`config.mk`:
```
export PLATFORM = sky130hd
export DESIGN_NAME = lnrr_mul_step
export DESIGN_NICKNAME = d
export VERILOG_FILES = /design/src/rtl/natural_log_by_range_reduction_macros.svh /design/src/rtl/lnrr_pkg.sv /design/src/rtl/lnrr_mul_step.sv
export SDC_FILE = /design/constraint.sdc
export NUM_CORES = 1
export LEC_CHECK = 0
export ABC_AREA = 1
export BUFFER_PORTS_ARGS = -buffer_cell sky130_fd_sc_hd__buf_2
export CAP_MARGIN = 20
export CORE_AREA = 3 3 69 71
export CTS_CLUSTER_SIZE = 30
export DETAILED_ROUTE_END_ITERATION = 16
export DIE_AREA = 0 0 72 74
export GPL_TIMING_DRIVEN = 0
export PLACE_DENSITY = 0.75
export SLEW_MARGIN = 5
export SYNTH_ARGS = -nofsm -noshare
export SYNTH_HDL_FRONTEND = slang
export SYNTH_SLANG_ARGS = --single-unit
```
`constraint.sdc`:
```
create_clock -name clk -period 1.83 [get_ports clk]
set_input_delay 0.0915 -clock clk [delete_from_list [all_inputs] [get_ports clk]]
set_output_delay 0.0915 -clock clk [all_outputs]
set_load 0.03 [all_outputs]
```
`src/rtl/natural_log_by_range_reduction_macros.svh`:
```
// Assertion macros shared by the natural log RTL.
`ifndef NATURAL_LOG_BY_RANGE_REDUCTION_MACROS_SVH
`define NATURAL_LOG_BY_RANGE_REDUCTION_MACROS_SVH

// Same-cycle implication, sampled on clk, off during reset.
`define NLRR_ASSERT_IMP(lbl, a, b, msg) \
  lbl: assert property (@(posedge clk) disable iff (!rst_n) (a) |-> (b)) else $error(msg);

// Next-cycle implication, sampled on clk, off during reset.
`define NLRR_ASSERT_NXT(lbl, a, b, msg) \
  lbl: assert property (@(posedge clk) disable iff (!rst_n) (a) |=> (b)) else $error(msg);

`endif

```
`src/rtl/lnrr_pkg.sv`:
```
// Package: constants and pipeline types for the natural log datapath.
`default_nettype none
package lnrr_pkg;

  localparam int WORK_BITS = 30;
  localparam int IN_FRAC   = 16;
  localparam int X_W       = 32;
  localparam int MILLI_W   = 15;
  localparam int IN_W      = 17;
  localparam int OUT_W     = 21;

  localparam int N_PASS1 = 13;
  localparam int N_PASS2 = 12;
  localparam int N_PASS3 = 12;
  localparam int N_PASS4 = 12;

  localparam logic [63:0] NANO     = 64'd1000000000;
  localparam logic [63:0] HALF_NANO = 64'd500000000;
  localparam logic [63:0] TWO_62   = 64'h4000_0000_0000_0000;

  localparam logic [63:0] K_E1_64    = ((64'd2718281828 << WORK_BITS) + HALF_NANO) / NANO;
  localparam logic [63:0] K_E01_64   = ((64'd1105170918 << WORK_BITS) + HALF_NANO) / NANO;
  localparam logic [63:0] K_E001_64  = ((64'd1010050167 << WORK_BITS) + HALF_NANO) / NANO;
  localparam logic [63:0] K_E0001_64 = ((64'd1001000500 << WORK_BITS) + HALF_NANO) / NANO;
  localparam logic [63:0] R_E01_64   = TWO_62 / K_E01_64;
  localparam logic [63:0] R_E0001_64 = TWO_62 / K_E0001_64;

  localparam logic [X_W-1:0] ONE     = X_W'(64'd1 << WORK_BITS);
  localparam logic [X_W-1:0] K_E1    = K_E1_64[X_W-1:0];
  localparam logic [X_W-1:0] K_E01   = K_E01_64[X_W-1:0];
  localparam logic [X_W-1:0] K_E001  = K_E001_64[X_W-1:0];
  localparam logic [X_W-1:0] K_E0001 = K_E0001_64[X_W-1:0];
  localparam logic [X_W-1:0] R_E01   = R_E01_64[X_W-1:0];
  localparam logic [X_W-1:0] R_E0001 = R_E0001_64[X_W-1:0];

  localparam logic signed [MILLI_W-1:0] STEP_E1    = -15'sd1000;
  localparam logic signed [MILLI_W-1:0] STEP_E01   = 15'sd100;
  localparam logic signed [MILLI_W-1:0] STEP_E001  = -15'sd10;
  localparam logic signed [MILLI_W-1:0] STEP_E0001 = 15'sd1;

  // 2^30 = 1000 * BULK_INT + BULK_REM; floor(w/125) = (w * DIV125_M) >> DIV125_S
  localparam logic [20:0] BULK_INT = 21'd1073741;
  localparam logic [9:0]  BULK_REM = 10'd824;
  localparam logic [21:0] DIV125_M = 22'd2147484;
  localparam int          DIV125_S = 28;
  localparam logic [32:0] DIV3_M   = 33'h0_AAAA_AAAB;

  typedef struct packed {
    logic                      valid;
    logic                      zero;
    logic [X_W-1:0]            x;
    logic signed [MILLI_W-1:0] milli;
  } stage_t;

  typedef struct packed {
    stage_t      s;
    logic        cond;
    logic [63:0] prod;
  } div_a_t;

  typedef struct packed {
    stage_t         s;
    logic           cond;
    logic [X_W-1:0] q;
    logic [32:0]    qk;
  } div_b_t;

  typedef struct packed {
    logic                 valid;
    logic                 zero;
    logic                 neg;
    logic [30:0]          d;
    logic [30:0]          d2;
    logic [30:0]          d3;
    logic [63:0]          t3;
    logic [34:0]          bulk_hi;
    logic [23:0]          v;
    logic [42:0]          tb;
    logic [34:0]          bulk;
    logic [32:0]          r;
    logic signed [36:0]   total;
  } tail_t;

endpackage
`default_nettype wire

```
`src/rtl/lnrr_mul_step.sv`:
```
// One conditional multiply-by-constant reduction step (single register stage).
`default_nettype none
module lnrr_mul_step import lnrr_pkg::*; #(
  parameter logic [31:0]         K    = 32'd1,
  parameter logic signed [14:0]  STEP = 15'sd0
) (
  input  wire logic   clk,
  input  wire logic   rst_n,
  input  wire logic   en,
  input  wire stage_t d_i,
  output stage_t      q_o
);

  stage_t      q_r, q_nxt;
  logic [63:0] prod;
  logic        cond;

  always_comb begin
    cond  = d_i.x < ONE;
    prod  = 64'(d_i.x) * 64'(K);
    q_nxt = d_i;
    if (cond) begin
      q_nxt.x     = prod[WORK_BITS +: X_W];
      q_nxt.milli = d_i.milli + STEP;
    end
  end

  always_ff @(posedge clk) begin
    if (!rst_n) begin
      q_r.valid <= 1'b0;
    end else if (en) begin
      q_r <= q_nxt;
    end
  end

  assign q_o = q_r;

endmodule
`default_nettype wire

```
---- Word level (Yosys, flattened, before mapping) ----
Cells that the tools add are included.
storage, ports and cells
  output and inout bits ................... 49
  bits in registers ....................... 49
  bits of input ports ..................... 52
  logic and storage cells ................. 8
operators by class
  muxes and demuxes ....................... 1
  reduce and logical (&&, ||, !) cells .... 1
  $lt $le $gt $ge ......................... 1
operators by type and width
  kind                                                                            count
  32-bit by 31-bit less-than comparator with 1-bit output, second input constant  1
  17-bit two-way mux                                                              1
  2-bit AND reduction                                                             1

---- Logic depth before layout (Yosys ltp) ----
  depth after elaboration ................. 2
  gate-level depth with buffers ........... 4
  gate-level depth less buffers ........... 4

---- Worst setup path before layout ----
Ideal clock, no wire load.
  path type ............................... input to register
  start ................................... in rst_n
  end ..................................... reg q_r (netlist bit q_o[0]) (enable)
  cell stages on the path ................. 2
  path slack .............................. 360 ps
  arrival time ............................ 1068 ps
  path through ............................ nand2_1 -> inv_1
between the ends
  word-level cells in the longest chain between the ends .. 1
RTL lines
  element                               RTL line             source
  start: declaration                    lnrr_mul_step.sv:8   input wire logic rst_n,
  2-bit AND reduction (no source line)  -
  end signal: assignment                lnrr_mul_step.sv:32  q_r <= q_nxt;
  end: declaration                      lnrr_mul_step.sv:14  stage_t q_r, q_nxt;
Every way passes these cells.
A chain may end at the register's enable or synchronous reset.

---- Final worst setup path ----
  start ................................... reg q_r (netlist bit q_o[1])
  end ..................................... out q_o[1] in the netlist's numbering
RTL lines
  element           RTL line             source
  end: declaration  lnrr_mul_step.sv:11  output stage_t q_o
No word-level cell between the ends.

==> flow_summary.json <==
{
  "wl_per_cell_um": 13.3,
  "fp.dieArea_um2": 5330,
  "power_leakage_nw": 1.23,
  "fin_cells": 299,
  "avgSynthCellArea_um2": 14.7,
  "cts_root_buffer": "clkbuf_8",
  "largest_register_ffs": 49,
  "drv_cap": 0,
  "dp.cells": 275,
  "crit_path_max_fanout": 1,
  "core_um2": 4290,
  "path_buf_inv": 1,
  "antenna_found_initial": 0,
  "ios": 101,
  "synth_common_cells": "48 x edfxtp_1, 32 x inv_1, 22 x nor2_1, 10 x nor2_2, 3 x nand2_1",
  "fin_nets": 298,
  "stdcell_area_um2": 2650,
  "multiInputGateArea_um2": 168,
  "ctsLongestPathBuffers": 2,
  "syn_nets": 174,
  "drt-pass1-iter-count": 4,
  "die_w_um": 72,
  "r2r_setup_slack_ps": 1270,
  "whs_path_depth": 3,
  "cp-end-kind": "output port",
  "num_vias": 1277,
  "drc_errors": 0,
  "synthTopCellsByArea": "edfxtp_1 80%, inv_1 6.7%, nor2_1 4.6%",
  "synth_cell_types": 10,
  "grt_usage": 0.149,
  "critPathTopFamily": "flip-flops",
  "max_slew_margin": 0.695,
  "hold_viol": 0,
  "min_path_type": "input port to flop",
  "area_growth_pct": 47.7,
  "cts_setup_buffers": 0,
  "power.density_nw_per_um2": 938,
  "synth_edf_count": 48,
  "rsz0062_at_grt": "no",
  "drt_iter0_drc": 96,
  "h-tree-depth": 2,
  "crit_chain": "buf_2",
  "fmax_mhz": 1030,
  "die_h_um": 74,
  "cp_data_required_time_ps": 1740,
  "fillers": 351,
  "critical_path_class": "flop to output port",
  "overflow": 0,
  "crit_cells": 1,
  "fin_hold_ws_ps": 20.0,
  "netlist_instances": 122,
  "clock_latency_ps": 290,
  "num_rows": 24,
  "reg2regPathDepth": 2,
  "netlist_area_um2": 1790,
  "max-vdd-ir-drop_v": 0.000407,
  "outcome": "finished clean",
  "gp_congestion": 0.721,
  "antenna_left": 0,
  "fin_crit_ps": 973,
  "drive_gt1_frac": 0.498,
  "setup_viol": 0,
  "start_util": 0.418,
  "area.sequential_um2": 1460,
  "synth_seq_cells": 49,
  "yosysWarnings": 0,
  "tightestPinTransition_ps": 457,
  "vias_per_cell": 4.27,
  "grt_max_degree": 31,
  "yosysTopAreaCellShare": 0.803,
  "cts_sinks": 49,
  "grt_first_pass_wirelength_um": 5800,
  "crit_path_start_kind": "flop",
  "synth_top_cell_by_area": "edfxtp_1",
  "drv_slew": 0,
  "hpwl_um": 2810,
  "diodes": 0,
  "synth_ff_type": "edfxtp_1",
  "slowest_delay_ps": 390,
  "crit_arrival_ps": 880,
  "async_flop_share": 0,
  "slowest_stage": "edfxtp_1",
  "port_buffers": 100,
  "grt_pass1_vias": 1248,
  "worst_clock_skew_ps": 0,
  "post-synth-top-count-cell": "edfxtp_1",
  "place_area_um2": 2380,
  "fin_crit_sh": 0.532,
  "synth_seq_area_share": 0.815,
  "cts_inserted_buffers": 5,
  "path_clk_slew_ps": 90,
  "drt-total-wl_um": 3980,
  "tritoncts": "yes"
}
## power by group
group          switching (mW)  internal, mW  leakage, nW  total (mW)
registers              0.0186          1.32        0.448        1.34
logic                   0.259         0.141        0.727       0.400
clock network           0.347         0.402       0.0518       0.749
## per-layer routing
metal,global-route usage,vias up,part of all wire
met5,0,-,0
met3,0.0459,4,0.095
met4,0.0752,0,0.012
met1,0.170,576,0.39
li1,-,628,-
met2,0.257,69,0.50
## final cells by class
type | instances | area share
inverter | 32 | 0.0453
tap | 52 | 0.0246
multi-input combinational | 36 | 0.0633
buffer | 5 | 0.0170
clock inverter | 3 | 0.0156
timing repair buffer | 117 | 0.257
sequential | 49 | 0.551
clock buffer | 5 | 0.0260
## kinds of logic (layout without fill, tap and decap cells)
kind of cell	after synthesis	count (layout)	share of synthesized area
buf+inv	37	162	0.0921
flops	49	49	0.815
simple gates	36	36	0.0934
## through the flow
stage               utilization  setup WS (ps)  power, mW  TNS (ps)
floorplan                     -            360       1.59         0
global placement          0.550          -96.1       1.72     -4560
detailed placement        0.554            651       1.74         0
CTS                       0.617            844       2.51         0
global route              0.617            814       2.59         0
finish                    0.617            857       2.49         0
## path summary, 6_finish.rpt
check	end	from
worst min-delay path	q_o[48]$_SDFFE_PN0P_	rst_n
worst max-delay path	q_o[1]	q_o[1]$_DFFE_PP_
worst min register to register	q_o[48]$_SDFFE_PN0P_	q_o[48]$_SDFFE_PN0P_
worst max register to register	q_o[48]$_SDFFE_PN0P_	q_o[48]$_SDFFE_PN0P_
## cell usage in the layout (no fill, tap or decap)
master,instances
clkinv_1,1
buf_2,100
buf_12,1
clkbuf_1,2
inv_2,1
nor2_2,10
dfxtp_1,1
clkinvlp_4,1
buf_8,1
nor2_1,22
bufinv_16,1
nor2_4,1
clkbuf_8,5
nand2_1,3
edfxtp_1,48
buf_6,2
dlygate4sd3_1,16
inv_1,31
## what timing repair did
| action | CTS | global route |
|---|---|---|
| hold buffers | 16 | 0 |
| gates resized for setup | 0 | 0 |
| hold endpoints to repair | 16 | 0 |
Power figures use the tool's default switching activity.
