==> config.mk <==
export PLATFORM = sky130hd
export DESIGN_NAME = lnrr_div_step
export DESIGN_NICKNAME = d
export VERILOG_FILES = /design/src/rtl/natural_log_by_range_reduction_macros.svh /design/src/rtl/lnrr_pkg.sv /design/src/rtl/lnrr_div_step.sv
export SDC_FILE = /design/constraint.sdc
export NUM_CORES = 1
export LEC_CHECK = 0
export BUFFER_PORTS_ARGS = -buffer_cell sky130_fd_sc_hd__buf_4
export CAP_MARGIN = 20
export CORE_MARGIN = 1
export CORE_UTILIZATION = 42
export DETAILED_ROUTE_END_ITERATION = 10
export PLACE_DENSITY = 0.64
export REMOVE_ABC_BUFFERS = 1
export SLEW_MARGIN = 20
export SYNTH_ARGS = -nofsm -noshare
export SYNTH_HDL_FRONTEND = slang
export SYNTH_SLANG_ARGS = --single-unit
==> constraint.sdc <==
create_clock -name clk -period 10.3 [get_ports clk]
set_clock_uncertainty 0.05 [all_clocks]
set_input_delay 1.03 -clock clk [delete_from_list [all_inputs] [get_ports clk]]
set_output_delay 1.03 -clock clk [all_outputs]
set_load 0.05 [all_outputs]
==> src/rtl/natural_log_by_range_reduction_macros.svh <==
// Assertion macros shared by the natural log RTL.
`ifndef NATURAL_LOG_BY_RANGE_REDUCTION_MACROS_SVH
`define NATURAL_LOG_BY_RANGE_REDUCTION_MACROS_SVH

// Same-cycle implication, sampled on clk, off during reset.
`define NLRR_ASSERT_IMP(lbl, a, b, msg) \
  lbl: assert property (@(posedge clk) disable iff (!rst_n) (a) |-> (b)) else $error(msg);

// Next-cycle implication, sampled on clk, off during reset.
`define NLRR_ASSERT_NXT(lbl, a, b, msg) \
  lbl: assert property (@(posedge clk) disable iff (!rst_n) (a) |=> (b)) else $error(msg);

`endif

==> src/rtl/lnrr_pkg.sv <==
// Package: constants and pipeline types for the natural log datapath.
`default_nettype none
package lnrr_pkg;

  localparam int WORK_BITS = 30;
  localparam int IN_FRAC   = 16;
  localparam int X_W       = 32;
  localparam int MILLI_W   = 15;
  localparam int IN_W      = 17;
  localparam int OUT_W     = 21;

  localparam int N_PASS1 = 13;
  localparam int N_PASS2 = 12;
  localparam int N_PASS3 = 12;
  localparam int N_PASS4 = 12;

  localparam logic [63:0] NANO     = 64'd1000000000;
  localparam logic [63:0] HALF_NANO = 64'd500000000;
  localparam logic [63:0] TWO_62   = 64'h4000_0000_0000_0000;

  localparam logic [63:0] K_E1_64    = ((64'd2718281828 << WORK_BITS) + HALF_NANO) / NANO;
  localparam logic [63:0] K_E01_64   = ((64'd1105170918 << WORK_BITS) + HALF_NANO) / NANO;
  localparam logic [63:0] K_E001_64  = ((64'd1010050167 << WORK_BITS) + HALF_NANO) / NANO;
  localparam logic [63:0] K_E0001_64 = ((64'd1001000500 << WORK_BITS) + HALF_NANO) / NANO;
  localparam logic [63:0] R_E01_64   = TWO_62 / K_E01_64;
  localparam logic [63:0] R_E0001_64 = TWO_62 / K_E0001_64;

  localparam logic [X_W-1:0] ONE     = X_W'(64'd1 << WORK_BITS);
  localparam logic [X_W-1:0] K_E1    = K_E1_64[X_W-1:0];
  localparam logic [X_W-1:0] K_E01   = K_E01_64[X_W-1:0];
  localparam logic [X_W-1:0] K_E001  = K_E001_64[X_W-1:0];
  localparam logic [X_W-1:0] K_E0001 = K_E0001_64[X_W-1:0];
  localparam logic [X_W-1:0] R_E01   = R_E01_64[X_W-1:0];
  localparam logic [X_W-1:0] R_E0001 = R_E0001_64[X_W-1:0];

  localparam logic signed [MILLI_W-1:0] STEP_E1    = -15'sd1000;
  localparam logic signed [MILLI_W-1:0] STEP_E01   = 15'sd100;
  localparam logic signed [MILLI_W-1:0] STEP_E001  = -15'sd10;
  localparam logic signed [MILLI_W-1:0] STEP_E0001 = 15'sd1;

  // 2^30 = 1000 * BULK_INT + BULK_REM; floor(w/125) = (w * DIV125_M) >> DIV125_S
  localparam logic [20:0] BULK_INT = 21'd1073741;
  localparam logic [9:0]  BULK_REM = 10'd824;
  localparam logic [21:0] DIV125_M = 22'd2147484;
  localparam int          DIV125_S = 28;
  localparam logic [32:0] DIV3_M   = 33'h0_AAAA_AAAB;

  typedef struct packed {
    logic                      valid;
    logic                      zero;
    logic [X_W-1:0]            x;
    logic signed [MILLI_W-1:0] milli;
  } stage_t;

  typedef struct packed {
    stage_t      s;
    logic        cond;
    logic [63:0] prod;
  } div_a_t;

  typedef struct packed {
    stage_t         s;
    logic           cond;
    logic [X_W-1:0] q;
    logic [32:0]    qk;
  } div_b_t;

  typedef struct packed {
    logic                 valid;
    logic                 zero;
    logic                 neg;
    logic [30:0]          d;
    logic [30:0]          d2;
    logic [30:0]          d3;
    logic [63:0]          t3;
    logic [34:0]          bulk_hi;
    logic [23:0]          v;
    logic [42:0]          tb;
    logic [34:0]          bulk;
    logic [32:0]          r;
    logic signed [36:0]   total;
  } tail_t;

endpackage
`default_nettype wire

==> src/rtl/lnrr_div_step.sv <==
// One conditional divide-by-constant reduction step (reciprocal, three stages).
`default_nettype none
module lnrr_div_step import lnrr_pkg::*; #(
  parameter logic [31:0]         K    = 32'd1,
  parameter logic [31:0]         R    = 32'd1,
  parameter logic signed [14:0]  STEP = 15'sd0
) (
  input  wire logic   clk,
  input  wire logic   rst_n,
  input  wire logic   en,
  input  wire stage_t d_i,
  output stage_t      q_o
);

  div_a_t      a_r, a_nxt;
  div_b_t      b_r, b_nxt;
  stage_t      c_r, c_nxt;
  logic [63:0] qk_full;
  logic [32:0] rem;
  logic [X_W-1:0] q_fix;

  always_comb begin
    a_nxt.s    = d_i;
    a_nxt.cond = d_i.x > ONE;
    a_nxt.prod = 64'(d_i.x) * 64'(R);
  end

  always_comb begin
    b_nxt.s    = a_r.s;
    b_nxt.cond = a_r.cond;
    b_nxt.q    = a_r.prod[63:32];
    qk_full    = 64'(a_r.prod[63:32]) * 64'(K);
    b_nxt.qk   = qk_full[32:0];
  end

  always_comb begin
    rem   = {b_r.s.x[2:0], 30'd0} - b_r.qk;
    q_fix = (rem >= {1'b0, K}) ? b_r.q + 32'd1 : b_r.q;
    c_nxt = b_r.s;
    if (b_r.cond) begin
      c_nxt.x     = q_fix;
      c_nxt.milli = b_r.s.milli + STEP;
    end
  end

  always_ff @(posedge clk) begin
    if (!rst_n) begin
      a_r.s.valid <= 1'b0;
      b_r.s.valid <= 1'b0;
      c_r.valid   <= 1'b0;
    end else if (en) begin
      a_r <= a_nxt;
      b_r <= b_nxt;
      c_r <= c_nxt;
    end
  end

  assign q_o = c_r;

endmodule
`default_nettype wire

* After elaboration in Yosys (flattened, before gate mapping) *
Cells that the tools add are included.

operators by class
  muxes and demuxes = 2
  reduce and logical (&&, ||, !) cells = 1
  magnitude comparators = 2

operators by type and width
  cell                                                                count
  two-way mux 47 bit                                                  1
  greater-or-equal comparator 33 x 1 -> 1 bit, second input constant  1
  > comparator 32 x 31 -> 1 bit, second input constant                1
  AND reduction 2 bit                                                 1
  two-way mux 1 bit                                                   1

word-level totals
  bits in registers = 149
  input bits = 52
  output and inout bits = 49

* Logic depth before layout (Yosys ltp) *
  word-level depth = 3
  mapped depth = 3
  gate-level depth less buffers = 3

* Worst setup path after synthesis *
No wires, ideal clock.

  path kind = input to register
  from = in en
  to = reg a_r[100] (netlist name), enable pin
  buffers on the path = 0
  path slack = 5364 ps
  arrival time = 4364 ps
  setup time = 522 ps
  stages = 1
  cell sequence = and2_1

between the ends
  cells in the longest elaborated chain, start to end = 1

RTL lines
  item                           line                 RTL
  start: declaration             lnrr_div_step.sv:10  input wire logic en,
  AND reduction 2 bit (no line)  n/a
  end signal: assignment         lnrr_div_step.sv:52  a_r <= a_nxt;
  end: declaration               lnrr_div_step.sv:15  div_a_t a_r, a_nxt;

No other way between the ends.
A chain may end at the register's enable or synchronous reset.

* Worst setup path in the final report *
  from = in en
  to = reg b_r[69] (netlist name), enable pin

between the ends
  cells in the longest elaborated chain, start to end = 1

RTL lines
  item                           line                 RTL
  AND reduction 2 bit (no line)  n/a
  end signal: assignment         lnrr_div_step.sv:53  b_r <= b_nxt;
  end: declaration               lnrr_div_step.sv:16  div_b_t b_r, b_nxt;

No other way between the ends.

==> results.tsv <==
metric	value	unit
worstSetupStartpointType	input pin	
synth_seq_area_share	0.918	
placed_cells	441	
final_nets	373	
die-width	109	um
grtUsageTotal	0.123	
initial_core_util	0.439	
synth_cell_types	14	
antenna_left	0	
drc	0	
gp_congestion	0.700	
rr_worst_depth	1	
crit_family	buffers and inverters	
synth_top_cell_by_area	edfxtp_1	
relSlewSlack	0.383	
rows	38	
critPathBufInv	3	
fp.coreArea	11000	sq um
path_clk_slew	0.06	ns
post-cts-setup-buffer-count	0	
synth_edf_count	146	
slowest_stage	and2_4	
synth_top_family_by_area	simple AND/OR/NAND/NOR gates	
htree_levels	4	
overflow	0	
peakVddDrop	0.000110	V
layout-drive-gt1-share	0.413	
critPathKind	in2reg	
yosys.area_share.adder	0	
pin_count	101	
grt_pass1_wl	9.99	mm
crit_cells	4	
die_h	109	um
outcome	complete, no violations	
syn_inst	203	
max_cap_violations	0	
synth_ff_type	edfxtp_1	
cellLeakagePower	2.36	nW
drt_pass1_iterations	4	
finalCritPeriodShare	0.252	
num_antenna_cells	0	
place_area	5770	sq um
cp-end-kind	register	
yosysMostFrequentCell	edfxtp_1	
area_delta_synth_final	33.3	%
path_common_cell	buf_4	
root_buffer	clkbuf_16	
worstMarginPinSlew	0.926	ns
hold_class	reg2reg	
crit_fanout	59	
clk_path_buf_depth	2	
ys_ff_latch	149	
totalWireLength	6.62	mm
synth.area.mux_share	0.00620	
yosys.area_share.simple	0.0710	
holdPathStages	0	
instances_no_fill	474	
synth_common_cells	edfxtp_1, and2b_1, nor2b_1, nor4_2	
dp_hpwl	4.16	mm
fin_area	6460	sq um
fin_crit	2.60	ns
hold_violations	0	
cp_slowest_stage_delay	0.62	ns
io_buffers	100	
cts_buffers	17	
synth_compound_area_frac	0.00284	
via_per_inst	4.45	
first_iter_violations	119	
final_util	0.585	
setup_tns	0	ns
antenna_found_initial	0	
yosysWarnings	0	
fmax	385	MHz
slew_viol_final	0	
rsz0062_at_grt	no	
vias	2110	
syn_avg_cell_area	23.9	sq um
grt_pass1_vias	2025	
power.density	225	nW/um^2
hold-worst-slack	0.364	ns
netlist_area	4840	sq um
ctsResizeCount	0	
path_cells	buf_4 > and2_4 > buf_4 > buf_16	
synth_xor_area_frac	0	
wl_per_cell	14.0	um
worstPathArrival	2.63	ns
grt_max_degree	89	
ys_async_sr_fraction	0	
rrSetupSlack	8.78	ns
tritoncts	done	
synth_area_leaders	edfxtp_1, and2b_1, nor2b_1	
ctsHoldBuffers	0	
cts.sink_count	149	
setup_viol	0	
fp.dieArea	12000	sq um
insertion_delay	0.41	ns
synth_top_area_share	0.905	
worst-endpoint-required	10.34	ns
routing by layer:
| layer | vias to the layer above | global-route usage | share of wire |
|---|---|---|---|
| li1 | 1033 | - | - |
| met1 | 1006 | 0.127 | 0.38 |
| met2 | 57 | 0.205 | 0.55 |
| met3 | 14 | 0.0492 | 0.049 |
| met4 | 0 | 0.0829 | 0.028 |
| met5 | - | 0 | 0 |
placed cells by master (no fill, tap or decap), drive strengths merged:
cell type	Yosys	final
clkbuf	3	19
dfxtp	3	3
nand2b	1	1
inv	0	1
mux2i	3	3
and2b	18	18
clkinvlp	0	4
nor2b	16	16
nor4b	1	1
nand4	2	2
o22a	1	1
edfxtp	146	146
o21ai	1	1
nor4	7	7
buf	0	102
clkinv	0	2
bufinv	0	6
and2	1	1
stage by stage:
step	worst slack, ns	total power [mW]
floorplan	5.36	0.758
finish	7.70	1.46
global placement	7.14	0.788
CTS	7.51	1.47
detailed placement	7.07	0.791
global route	7.56	1.50
final timing paths:
kind / startpoint / endpoint
setup / recovery: en / b_r[69]
hold / removal: b_r[79] / q_o[13]
setup reg to reg: b_r[65] / q_o[40]
hold reg to reg: b_r[79] / q_o[13]
layout make-up:
class	count	area (sq um)
clock inverters	13	229
clock buffers	19	433
repair buffers	102	786
multi-input cells	51	390
well taps	140	175
fillers	832	4570
flip-flops and latches	149	4440
cells by family after synthesis:
group,after synthesis
compound gates,2
buf+inv,3
flops,149
mux,3
simple gates,46
sequential cells by signal, summed over array words and instances, names as in the netlist:
name  count
q_o      49
a_r      50
b_r      50
power breakdown:
| part | internal, mW | leakage [nW] | switching, mW |
|---|---|---|---|
| Combinational | 0.0264 | 0.657 | 0.0458 |
| Clock | 0.454 | 0.310 | 0.224 |
| Sequential | 0.698 | 1.39 | 0.00718 |
No activity file was read; power rests on OpenSTA's default activity.
